File: config.mk
export PLATFORM = sky130hd
export DESIGN_NAME = bass_treble_shelf_biquad_cascade_core
export DESIGN_NICKNAME = d
export VERILOG_FILES = /design/src/design/btsbc_pkg.sv /design/src/design/btsbc_ram.sv /design/src/design/btsbc_ctrl.sv /design/src/design/btsbc_datapath.sv /design/src/design/bass_treble_shelf_biquad_cascade_core.sv
export SDC_FILE = /design/constraint.sdc
export NUM_CORES = 2
export LEC_CHECK = 0
export ABC_AREA = 1
export BUFFER_PORTS_ARGS = -buffer_cell sky130_fd_sc_hd__buf_2
export CAP_MARGIN = 40
export CORE_MARGIN = 5
export CORE_UTILIZATION = 43
export CTS_BUF_LIST = sky130_fd_sc_hd__clkbuf_16
export CTS_CLUSTER_DIAMETER = 40
export DETAILED_ROUTE_END_ITERATION = 16
export PLACE_DENSITY_LB_ADDON = 0.12
export SYNTH_ARGS = -nofsm -noshare
export SYNTH_HDL_FRONTEND = slang
export SYNTH_HIERARCHICAL = 1
export SYNTH_SLANG_ARGS = --single-unit
File: constraint.sdc
create_clock -name clk -period 7.4 [get_ports clk]
set_input_delay 0.37 -clock clk [delete_from_list [all_inputs] [get_ports clk]]
set_output_delay 0.37 -clock clk [all_outputs]
set_load 0.02 [all_outputs]
File: src/design/btsbc_pkg.sv
// Shared types, constants and command/status structures for the bass and
// treble shelving biquad cascade. No dependencies.
`default_nettype none

package btsbc_pkg;

  // Sizing of the block.
  localparam int MAX_CHANNELS   = 8;
  localparam int SAMPLE_BITS    = 24;
  localparam int COEF_FRAC_BITS = 14;
  localparam int COEF_BITS      = COEF_FRAC_BITS + 4;
  localparam int CHANNEL_BITS   = 3;

  // History memory geometry: one row per channel, each row two samples.
  localparam int ADDR_BITS = (MAX_CHANNELS > 1) ? $clog2(MAX_CHANNELS) : 1;
  localparam int CH_SLOTS  = 1 << ADDR_BITS;
  localparam int ROW_BITS  = 2 * SAMPLE_BITS;

  // Arithmetic widths.
  localparam int PROD_BITS = COEF_BITS + SAMPLE_BITS;
  localparam int ACC_BITS  = PROD_BITS + 3;
  localparam int Q_BITS    = ACC_BITS - COEF_FRAC_BITS;

  // Configuration register file.
  localparam int FF_BITS        = 3 * COEF_BITS;
  localparam int FB_BITS        = 2 * COEF_BITS;
  localparam int CFG_DATA_BITS  = FF_BITS;
  localparam int CFG_INDEX_BITS = 2;

  typedef enum logic [CFG_INDEX_BITS-1:0] {
    REG_BASS_FF   = 2'd0,
    REG_BASS_FB   = 2'd1,
    REG_TREBLE_FF = 2'd2,
    REG_TREBLE_FB = 2'd3
  } cfg_reg_t;

  // Multiply-accumulate sequencing: five products per stage, plus a
  // trailing step to fold in the last registered product.
  localparam int MAC_TERMS = 5;
  localparam int STEP_BITS = 3;
  localparam logic [STEP_BITS-1:0] STEP_LAST = STEP_BITS'(MAC_TERMS);

  typedef enum logic {
    STAGE_BASS   = 1'b0,
    STAGE_TREBLE = 1'b1
  } stage_t;

  typedef struct packed {
    logic signed [SAMPLE_BITS-1:0]  sample_in;
    logic        [CHANNEL_BITS-1:0] channel_in;
  } in_payload_t;

  typedef struct packed {
    logic signed [SAMPLE_BITS-1:0]  sample_out;
    logic        [CHANNEL_BITS-1:0] channel_out;
  } out_payload_t;

  // Controller to datapath.
  typedef struct packed {
    logic                 capture;
    logic                 mac_run;
    stage_t               stage;
    logic [STEP_BITS-1:0] step;
    logic                 round_bass;
    logic                 round_treble;
    logic                 commit;
  } cmd_t;

  // Datapath to controller.
  typedef struct packed {
    logic out_free;
  } status_t;

endpackage

`default_nettype wire

File: src/design/btsbc_ram.sv
// Generic single-write, single-read RAM with registered read data.
// No dependencies.
`default_nettype none

module btsbc_ram #(
  parameter int WIDTH = 8,
  parameter int DEPTH = 2
) (
  input  wire logic                     clk,
  input  wire logic                     we,
  input  wire logic [$clog2(DEPTH)-1:0] waddr,
  input  wire logic [WIDTH-1:0]         wdata,
  input  wire logic                     re,
  input  wire logic [$clog2(DEPTH)-1:0] raddr,
  output logic      [WIDTH-1:0]         rdata
);

  logic [WIDTH-1:0] mem [DEPTH];

  always_ff @(posedge clk) begin
    if (we) begin
      mem[waddr] <= wdata;
    end
    if (re) begin
      rdata <= mem[raddr];
    end
  end

endmodule

`default_nettype wire

File: src/design/btsbc_ctrl.sv
// Sequencing state machine for the biquad cascade.
// Depends on btsbc_pkg.
`default_nettype none

module btsbc_ctrl (
  input  wire logic              clk,
  input  wire logic              rst,
  input  wire logic              in_valid,
  output logic                   in_ready,
  input  wire btsbc_pkg::status_t status,
  output btsbc_pkg::cmd_t        cmd
);

  import btsbc_pkg::*;

  typedef enum logic [5:0] {
    S_IDLE       = 6'b000001,
    S_BASS       = 6'b000010,
    S_BASS_RND   = 6'b000100,
    S_TREBLE     = 6'b001000,
    S_TREBLE_RND = 6'b010000,
    S_DONE       = 6'b100000
  } state_t;

  state_t               state, state_next;
  logic [STEP_BITS-1:0] step, step_next;

  always_ff @(posedge clk) begin
    if (rst) begin
      state <= S_IDLE;
      step  <= '0;
    end else begin
      state <= state_next;
      step  <= step_next;
    end
  end

  always_comb begin
    state_next       = state;
    step_next        = step;
    in_ready         = 1'b0;
    cmd              = '0;
    cmd.stage        = STAGE_BASS;
    cmd.step         = step;
    case (state)
      S_IDLE: begin
        in_ready    = 1'b1;
        cmd.capture = in_valid;
        step_next   = '0;
        if (in_valid) begin
          state_next = S_BASS;
        end
      end
      S_BASS: begin
        cmd.mac_run = 1'b1;
        step_next   = step + 1'b1;
        if (step == STEP_LAST) begin
          step_next  = '0;
          state_next = S_BASS_RND;
        end
      end
      S_BASS_RND: begin
        cmd.round_bass = 1'b1;
        state_next     = S_TREBLE;
      end
      S_TREBLE: begin
        cmd.mac_run = 1'b1;
        cmd.stage   = STAGE_TREBLE;
        step_next   = step + 1'b1;
        if (step == STEP_LAST) begin
          step_next  = '0;
          state_next = S_TREBLE_RND;
        end
      end
      S_TREBLE_RND: begin
        cmd.round_treble = 1'b1;
        state_next       = S_DONE;
      end
      S_DONE: begin
        if (status.out_free) begin
          cmd.commit = 1'b1;
          state_next = S_IDLE;
        end
      end
      default: begin
        state_next = S_IDLE;
      end
    endcase
  end

endmodule

`default_nettype wire

File: src/design/btsbc_datapath.sv
// Datapath: coefficient registers, history memories, shared multiply-
// accumulate unit, rounding and saturation, output register.
// Depends on btsbc_pkg and btsbc_ram.
`default_nettype none

module btsbc_datapath (
  input  wire logic                                   clk,
  input  wire logic                                   rst,
  input  wire btsbc_pkg::cmd_t                        cmd,
  output btsbc_pkg::status_t                          status,
  input  wire btsbc_pkg::in_payload_t                 in_data,
  input  wire logic                                   out_ready,
  output logic                                        out_valid,
  output btsbc_pkg::out_payload_t                     out_data,
  input  wire logic                                   cfg_write,
  input  wire logic [btsbc_pkg::CFG_INDEX_BITS-1:0]   cfg_index,
  input  wire logic [btsbc_pkg::CFG_DATA_BITS-1:0]    cfg_data
);

  import btsbc_pkg::*;

  // Configuration registers.
  logic [FF_BITS-1:0] bass_feedforward, treble_feedforward;
  logic [FB_BITS-1:0] bass_feedback, treble_feedback;

  always_ff @(posedge clk) begin
    if (rst) begin
      bass_feedforward   <= FF_BITS'(1) << COEF_FRAC_BITS;
      bass_feedback      <= '0;
      treble_feedforward <= FF_BITS'(1) << COEF_FRAC_BITS;
      treble_feedback    <= '0;
    end else if (cfg_write) begin
      case (cfg_reg_t'(cfg_index))
        REG_BASS_FF:   bass_feedforward   <= cfg_data[FF_BITS-1:0];
        REG_BASS_FB:   bass_feedback      <= cfg_data[FB_BITS-1:0];
        REG_TREBLE_FF: treble_feedforward <= cfg_data[FF_BITS-1:0];
        REG_TREBLE_FB: treble_feedback    <= cfg_data[FB_BITS-1:0];
        default: ;
      endcase
    end
  end

  // Captured item.
  logic signed [SAMPLE_BITS-1:0]  x;
  logic        [CHANNEL_BITS-1:0] channel;
  logic        [ADDR_BITS-1:0]    addr;
  logic                           chan_ok;
  logic                           hist_ok;

  logic [ADDR_BITS+CHANNEL_BITS-1:0] in_addr_wide;
  logic [ADDR_BITS-1:0]              in_addr;
  logic [CHANNEL_BITS+6-1:0]         in_chan_wide;

  assign in_addr_wide = {ADDR_BITS'(0), in_data.channel_in};
  assign in_addr      = in_addr_wide[ADDR_BITS-1:0];
  assign in_chan_wide = (CHANNEL_BITS + 6)'(in_data.channel_in);

  // A row that has never been written reads as zero.
  logic [CH_SLOTS-1:0] row_valid;

  always_ff @(posedge clk) begin
    if (rst) begin
      row_valid <= '0;
    end else if (cmd.commit && chan_ok) begin
      row_valid[addr] <= 1'b1;
    end
  end

  always_ff @(posedge clk) begin
    if (cmd.capture) begin
      x       <= in_data.sample_in;
      channel <= in_data.channel_in;
      addr    <= in_addr;
      chan_ok <= in_chan_wide < (CHANNEL_BITS + 6)'(MAX_CHANNELS);
      hist_ok <= row_valid[in_addr];
    end
  end

  // History memories; row = {older sample, newer sample}.
  logic [ROW_BITS-1:0] bx_raw, by_raw, ty_raw;
  logic [ROW_BITS-1:0] bx_row, by_row, ty_row;
  logic [ROW_BITS-1:0] bx_new, by_new, ty_new;
  logic                hist_we;

  logic signed [SAMPLE_BITS-1:0] mid, y;

  assign hist_we = cmd.commit && chan_ok;
  assign bx_row  = hist_ok ? bx_raw : '0;
  assign by_row  = hist_ok ? by_raw : '0;
  assign ty_row  = hist_ok ? ty_raw : '0;
  assign bx_new  = {bx_row[SAMPLE_BITS-1:0], x};
  assign by_new  = {by_row[SAMPLE_BITS-1:0], mid};
  assign ty_new  = {ty_row[SAMPLE_BITS-1:0], y};

  btsbc_ram #(.WIDTH(ROW_BITS), .DEPTH(CH_SLOTS)) u_bass_in_hist (
    .clk(clk), .we(hist_we), .waddr(addr), .wdata(bx_new),
    .re(cmd.capture), .raddr(in_addr), .rdata(bx_raw)
  );

  btsbc_ram #(.WIDTH(ROW_BITS), .DEPTH(CH_SLOTS)) u_bass_out_hist (
    .clk(clk), .we(hist_we), .waddr(addr), .wdata(by_new),
    .re(cmd.capture), .raddr(in_addr), .rdata(by_raw)
  );

  btsbc_ram #(.WIDTH(ROW_BITS), .DEPTH(CH_SLOTS)) u_treble_out_hist (
    .clk(clk), .we(hist_we), .waddr(addr), .wdata(ty_new),
    .re(cmd.capture), .raddr(in_addr), .rdata(ty_raw)
  );

  // Operand and coefficient selection for the shared multiplier.
  logic [FF_BITS-1:0]            ff_sel;
  logic [FB_BITS-1:0]            fb_sel;
  logic signed [SAMPLE_BITS-1:0] stage_x;
  logic [ROW_BITS-1:0]           xh_row, yh_row;
  logic signed [COEF_BITS-1:0]   coef_op;
  logic signed [SAMPLE_BITS-1:0] data_op;

  always_comb begin
    if (cmd.stage == STAGE_TREBLE) begin
      ff_sel  = treble_feedforward;
      fb_sel  = treble_feedback;
      stage_x = mid;
      xh_row  = by_row;
      yh_row  = ty_row;
    end else begin
      ff_sel  = bass_feedforward;
      fb_sel  = bass_feedback;
      stage_x = x;
      xh_row  = bx_row;
      yh_row  = by_row;
    end
    case (cmd.step)
      3'd0: begin
        coef_op = ff_sel[COEF_BITS-1:0];
        data_op = stage_x;
      end
      3'd1: begin
        coef_op = ff_sel[2*COEF_BITS-1:COEF_BITS];
        data_op = xh_row[SAMPLE_BITS-1:0];
      end
      3'd2: begin
        coef_op = ff_sel[3*COEF_BITS-1:2*COEF_BITS];
        data_op = xh_row[ROW_BITS-1:SAMPLE_BITS];
      end
      3'd3: begin
        coef_op = fb_sel[COEF_BITS-1:0];
        data_op = yh_row[SAMPLE_BITS-1:0];
      end
      3'd4: begin
        coef_op = fb_sel[2*COEF_BITS-1:COEF_BITS];
        data_op = yh_row[ROW_BITS-1:SAMPLE_BITS];
      end
      default: begin
        coef_op = '0;
        data_op = '0;
      end
    endcase
  end

  // Product is registered; the accumulator folds it in on the next step.
  // Feedback terms (steps three and four) are subtracted.
  logic signed [PROD_BITS-1:0] product;
  logic signed [ACC_BITS-1:0]  acc;
  logic signed [ACC_BITS-1:0]  prod_ext;
  logic                        prod_sub;

  assign prod_ext = ACC_BITS'(product);
  assign prod_sub = (cmd.step == 3'd4) || (cmd.step == 3'd5);

  always_ff @(posedge clk) begin
    if (cmd.mac_run) begin
      product <= coef_op * data_op;
      if (cmd.step == '0) begin
        acc <= '0;
      end else if (prod_sub) begin
        acc <= acc - prod_ext;
      end else begin
        acc <= acc + prod_ext;
      end
    end
  end

  // Round to nearest, ties upward, then saturate to the sample range.
  logic signed [ACC_BITS-1:0]    rnd_sum;
  logic signed [Q_BITS-1:0]      q;
  logic signed [SAMPLE_BITS-1:0] sat;
  logic                          q_fits;

  assign rnd_sum = acc + ACC_BITS'(1 << (COEF_FRAC_BITS - 1));
  assign q       = rnd_sum[ACC_BITS-1:COEF_FRAC_BITS];
  assign q_fits  = (&q[Q_BITS-1:SAMPLE_BITS-1]) || !(|q[Q_BITS-1:SAMPLE_BITS-1]);

  always_comb begin
    if (q_fits) begin
      sat = q[SAMPLE_BITS-1:0];
    end else if (q[Q_BITS-1]) begin
      sat = {1'b1, {(SAMPLE_BITS-1){1'b0}}};
    end else begin
      sat = {1'b0, {(SAMPLE_BITS-1){1'b1}}};
    end
  end

  always_ff @(posedge clk) begin
    if (cmd.round_bass) begin
      mid <= sat;
    end
    if (cmd.round_treble) begin
      y <= sat;
    end
  end

  // Output register.
  always_ff @(posedge clk) begin
    if (rst) begin
      out_valid <= 1'b0;
    end else if (cmd.commit) begin
      out_valid <= 1'b1;
    end else if (out_ready) begin
      out_valid <= 1'b0;
    end
  end

  always_ff @(posedge clk) begin
    if (cmd.commit) begin
      out_data.sample_out  <= chan_ok ? y : x;
      out_data.channel_out <= channel;
    end
  end

  assign status.out_free = !out_valid || out_ready;

endmodule

`default_nettype wire

File: src/design/bass_treble_shelf_biquad_cascade_core.sv
// Bass low-shelf then treble high-shelf biquad cascade, per-channel state.
// A result becomes valid once its sample has passed both stages and the
// commit, when the output register is free. A new sample is taken only
// after the previous one commits; a single shared MAC does all ten products.
// Reset (synchronous, active high) restores the unity-gain coefficients and
// clears every channel's histories at once through per-channel valid bits.
`default_nettype none

module bass_treble_shelf_biquad_cascade_core (
  input  wire logic                                   clk,
  input  wire logic                                   rst,
  input  wire logic                                   in_valid,
  output logic                                        in_ready,
  input  wire btsbc_pkg::in_payload_t                 in_data,
  output logic                                        out_valid,
  input  wire logic                                   out_ready,
  output btsbc_pkg::out_payload_t                     out_data,
  input  wire logic                                   cfg_write,
  input  wire logic [btsbc_pkg::CFG_INDEX_BITS-1:0]   cfg_index,
  input  wire logic [btsbc_pkg::CFG_DATA_BITS-1:0]    cfg_data
);

  import btsbc_pkg::*;

  // The controller walks each sample through the bass stage (five products
  // and a final accumulate), a rounding step, the same for the treble
  // stage, and then a commit step. The commit writes all three history
  // rows for the channel and loads the output register in the same cycle,
  // so the next sample always sees fully updated state.
  //
  // The output register decouples the two sides: a new input transfer is
  // taken while a previous result still waits for its consumer. Only a
  // finished result that finds the output register occupied holds the
  // controller in its commit state.
  //
  // Channels at or above the configured channel count pass their sample
  // straight through and leave every history untouched.

  cmd_t    cmd;
  status_t status;

  btsbc_ctrl u_ctrl (
    .clk      (clk),
    .rst      (rst),
    .in_valid (in_valid),
    .in_ready (in_ready),
    .status   (status),
    .cmd      (cmd)
  );

  btsbc_datapath u_datapath (
    .clk       (clk),
    .rst       (rst),
    .cmd       (cmd),
    .status    (status),
    .in_data   (in_data),
    .out_ready (out_ready),
    .out_valid (out_valid),
    .out_data  (out_data),
    .cfg_write (cfg_write),
    .cfg_index (cfg_index),
    .cfg_data  (cfg_data)
  );

endmodule

`default_nettype wire

==> impl_metrics.ini <==
[sta]
rsz0062_at_grt = yes
skew_ps = 115
tightestPinTransition_ps = 1040
tns_ps = 0
hold_violations = 0
period_needed_ps = 7170
setup_viol = 0
max-slew-margin-rel = 0.306
slew_violations = 0
max_freq_ghz = 0.140
period_share = 0.968

[floorplanning]
num_rows = 171
die_w_um = 476
die-area_um2 = 227000
die_h_um = 476
num_io_pins = 117
coreArea_um2 = 217000
initial_utilization = 0.431

[power]
ir_drop_mv = 0.335
p_total_mw = 34.2
powerDensity_nw_per_um2 = 308
p_leak_nw = 51.4

[synth]
yosysWarnings = 6
synth_fp_nets = 11106
netlist_area_um2 = 93400
ys_seq_area_frac = 0.520
postSynthAreaPerCell_um2 = 8.94
synth_cell_type_count = 52
netlist_instances = 10441
synth-seq-cells = 1684
synthFlopType = edfxtp_1
synth_edf_count = 1486
async_flop_share = 0

[grt]
antenna_found_initial = 16
grt_pass1_vias = 69070
grt_max_degree = 169
grt_overflow = 0
grt.total_usage = 0.257
grt_pass1_wl_mm = 437

[setup_path]
slowest_delay_ps = 560
crit_required_ps = 8010
regToRegEndpoint = u_datapath/product[40]
crit_top_cell = inv_1
crit_path_start_kind = flip-flop
rr_worst_depth = 33
slowest_stage = fa_2
worst_r2r_startpoint = u_ctrl/state[3]
path_class = flip-flop to flip-flop
cp.arrival_ps = 7770
cp_max_fo = 38
crit_path_end_kind = flip-flop
crit_family = adder cells
r2r_slack_ps = 230
cp_num_buf_inv = 13

[drt]
drc = 0
ant_nets = 0
vias = 70941
detail_route.wl_per_cell_um = 21.0
viasPerCell = 5.08
drt_iter0_drc = 6631
drt_pass1_iterations = 6
drt-total-wl_mm = 293

[run_status]
status = finished clean

[final_layout]
drive_above_1_share = 0.104
final_common_cell = nand2_1
post-route-util = 0.512
nets = 11557
syn2layout_area_growth_pct = 18.8
final_cell_mix = nand2_1 (3233), inv_1 (2250), edfxtp_1 (1486)

[clocking]
insertion_delay_ps = 960
cts.htree.levels = 5
cts_tree = done
clock_sinks = 1684
clockRootBuffer = clkbuf_16
cts_buffer_depth = 4
numCtsBuffers = 292
clk_pin_slew_ps = 50

[place]
io_buffers = 116
gp_congestion = 0.943
dpl.hpwl_mm = 195

[flow_run]
drv_cap = 0

[hold_path]
hold_start = out_ready
hold-path-endpoint = u_datapath/out_valid
hold_depth = 4
min_path_type = input pin to flip-flop
==> per-layer routing <==
metal	GRT usage	wire, um	vias to the layer above
met5	0	69	-
met4	0.0770	8320	12
met3	0.0418	22400	470
met2	0.400	132000	2596
met1	0.370	130000	34501
li1	-	-	33362
==> state kept, by name, indices dropped and copies added, names as in the netlist, 42 cells and up <==
signal / cells
u_datapath/acc: 45
u_datapath/bass_feedforward: 54
u_datapath/product: 42
u_datapath/treble_feedforward: 54
u_datapath/u_bass_in_hist/mem: 384
u_datapath/u_bass_in_hist/rdata: 48
u_datapath/u_bass_out_hist/mem: 384
u_datapath/u_bass_out_hist/rdata: 48
u_datapath/u_treble_out_hist/mem: 384
u_datapath/u_treble_out_hist/rdata: 48
==> power by group <==
group	internal [mW]	leakage (nW)	total (mW)	switching, mW
logic	3.86	31.5	9.71	5.85
clock network	8.74	4.77	13.5	4.76
registers	10.8	15.2	11.0	0.213
==> area by class of cell <==
cell class,instances,area [um^2]
Tap cell,2854,3570
Multi-Input combinational cell,6075,35000
Inverter,2263,8550
Antenna cell,4,10.0
Sequential cell,1684,48600
Clock buffer,300,7510
Fill cell,19620,106000
Timing Repair Buffer,576,5410
Clock inverter,205,2260
==> metrics by stage <==
stage,worst slack (ps),hold WS [ps],area (um^2),std cells
6_report,235,37.5,111000,13961
3_3_place_gp,-72.3,434,99100,13340
3_5_place_dp,-90.1,442,99600,13360
4_1_cts,8.19,1.39,110000,13947
5_1_grt,-27.7,17.1,111000,13958
2_1_floorplan,425,424,93400,10441
==> synth_stat cells (26+ instances only) <==
cell type | n | area (um^2)
nand2_1 | 3243 | 12200
inv_1 | 2247 | 8430
edfxtp_1 | 1486 | 44600
nand3_1 | 689 | 3450
nor2_1 | 569 | 2140
fa_1 | 427 | 8550
o21ai_0 | 322 | 1610
a21oi_1 | 291 | 1460
buf_2 | 249 | 1250
dfxtp_1 | 198 | 3960
ha_1 | 150 | 1880
clkbuf_1 | 120 | 450
xor2_1 | 74 | 648
o22ai_1 | 41 | 257
mux2i_1 | 26 | 260
nor3_1 | 26 | 130
==> kinds of logic after synthesis <==
| group | after synthesis | share of synthesized area |
|---|---|---|
| fa+ha+maj | 577 | 0.112 |
| xor+xnor | 96 | 0.00900 |
| flops | 1684 | 0.520 |
| buf+inv | 2682 | 0.112 |
| simple gates | 4613 | 0.199 |
| compound gates | 763 | 0.0449 |
| mux | 26 | 0.00279 |
==> how the worst max path moves through the flow <==
stage                                from                endpoint  slack (ps)  depth (start not counted)
after floorplan           u_ctrl/state[3]  u_datapath/product[41]         430                         33
after global placement    u_ctrl/state[3]  u_datapath/product[26]         -70                         35
after detailed placement  u_ctrl/state[3]  u_datapath/product[38]         -90                         30
after CTS                 u_ctrl/state[3]  u_datapath/product[20]           8                         33
after global routing      u_ctrl/state[3]  u_datapath/product[40]         -30                         34
final                     u_ctrl/state[3]  u_datapath/product[40]         230                         33
==> repair_timing <==
action                                  CTS  global route
buffers inserted                          0             8
cloned                                    1             2
endpoints found under the hold margin   236             0
gates resized for setup                  18           147
pin swaps                                 0            13
endpoints found under the setup margin    9            26
hold buffers                             81             0
==> worst min-delay path: cells and delay by family <==
| kind | cells | cell delay [ps] |
|---|---|---|
| buffers and inverters | 2 | 100 |
| AND/OR/NAND/NOR | 1 | 270 |
| AO/OA/AOI/OAI | 1 | 120 |
Power figures use the tool's default switching activity.
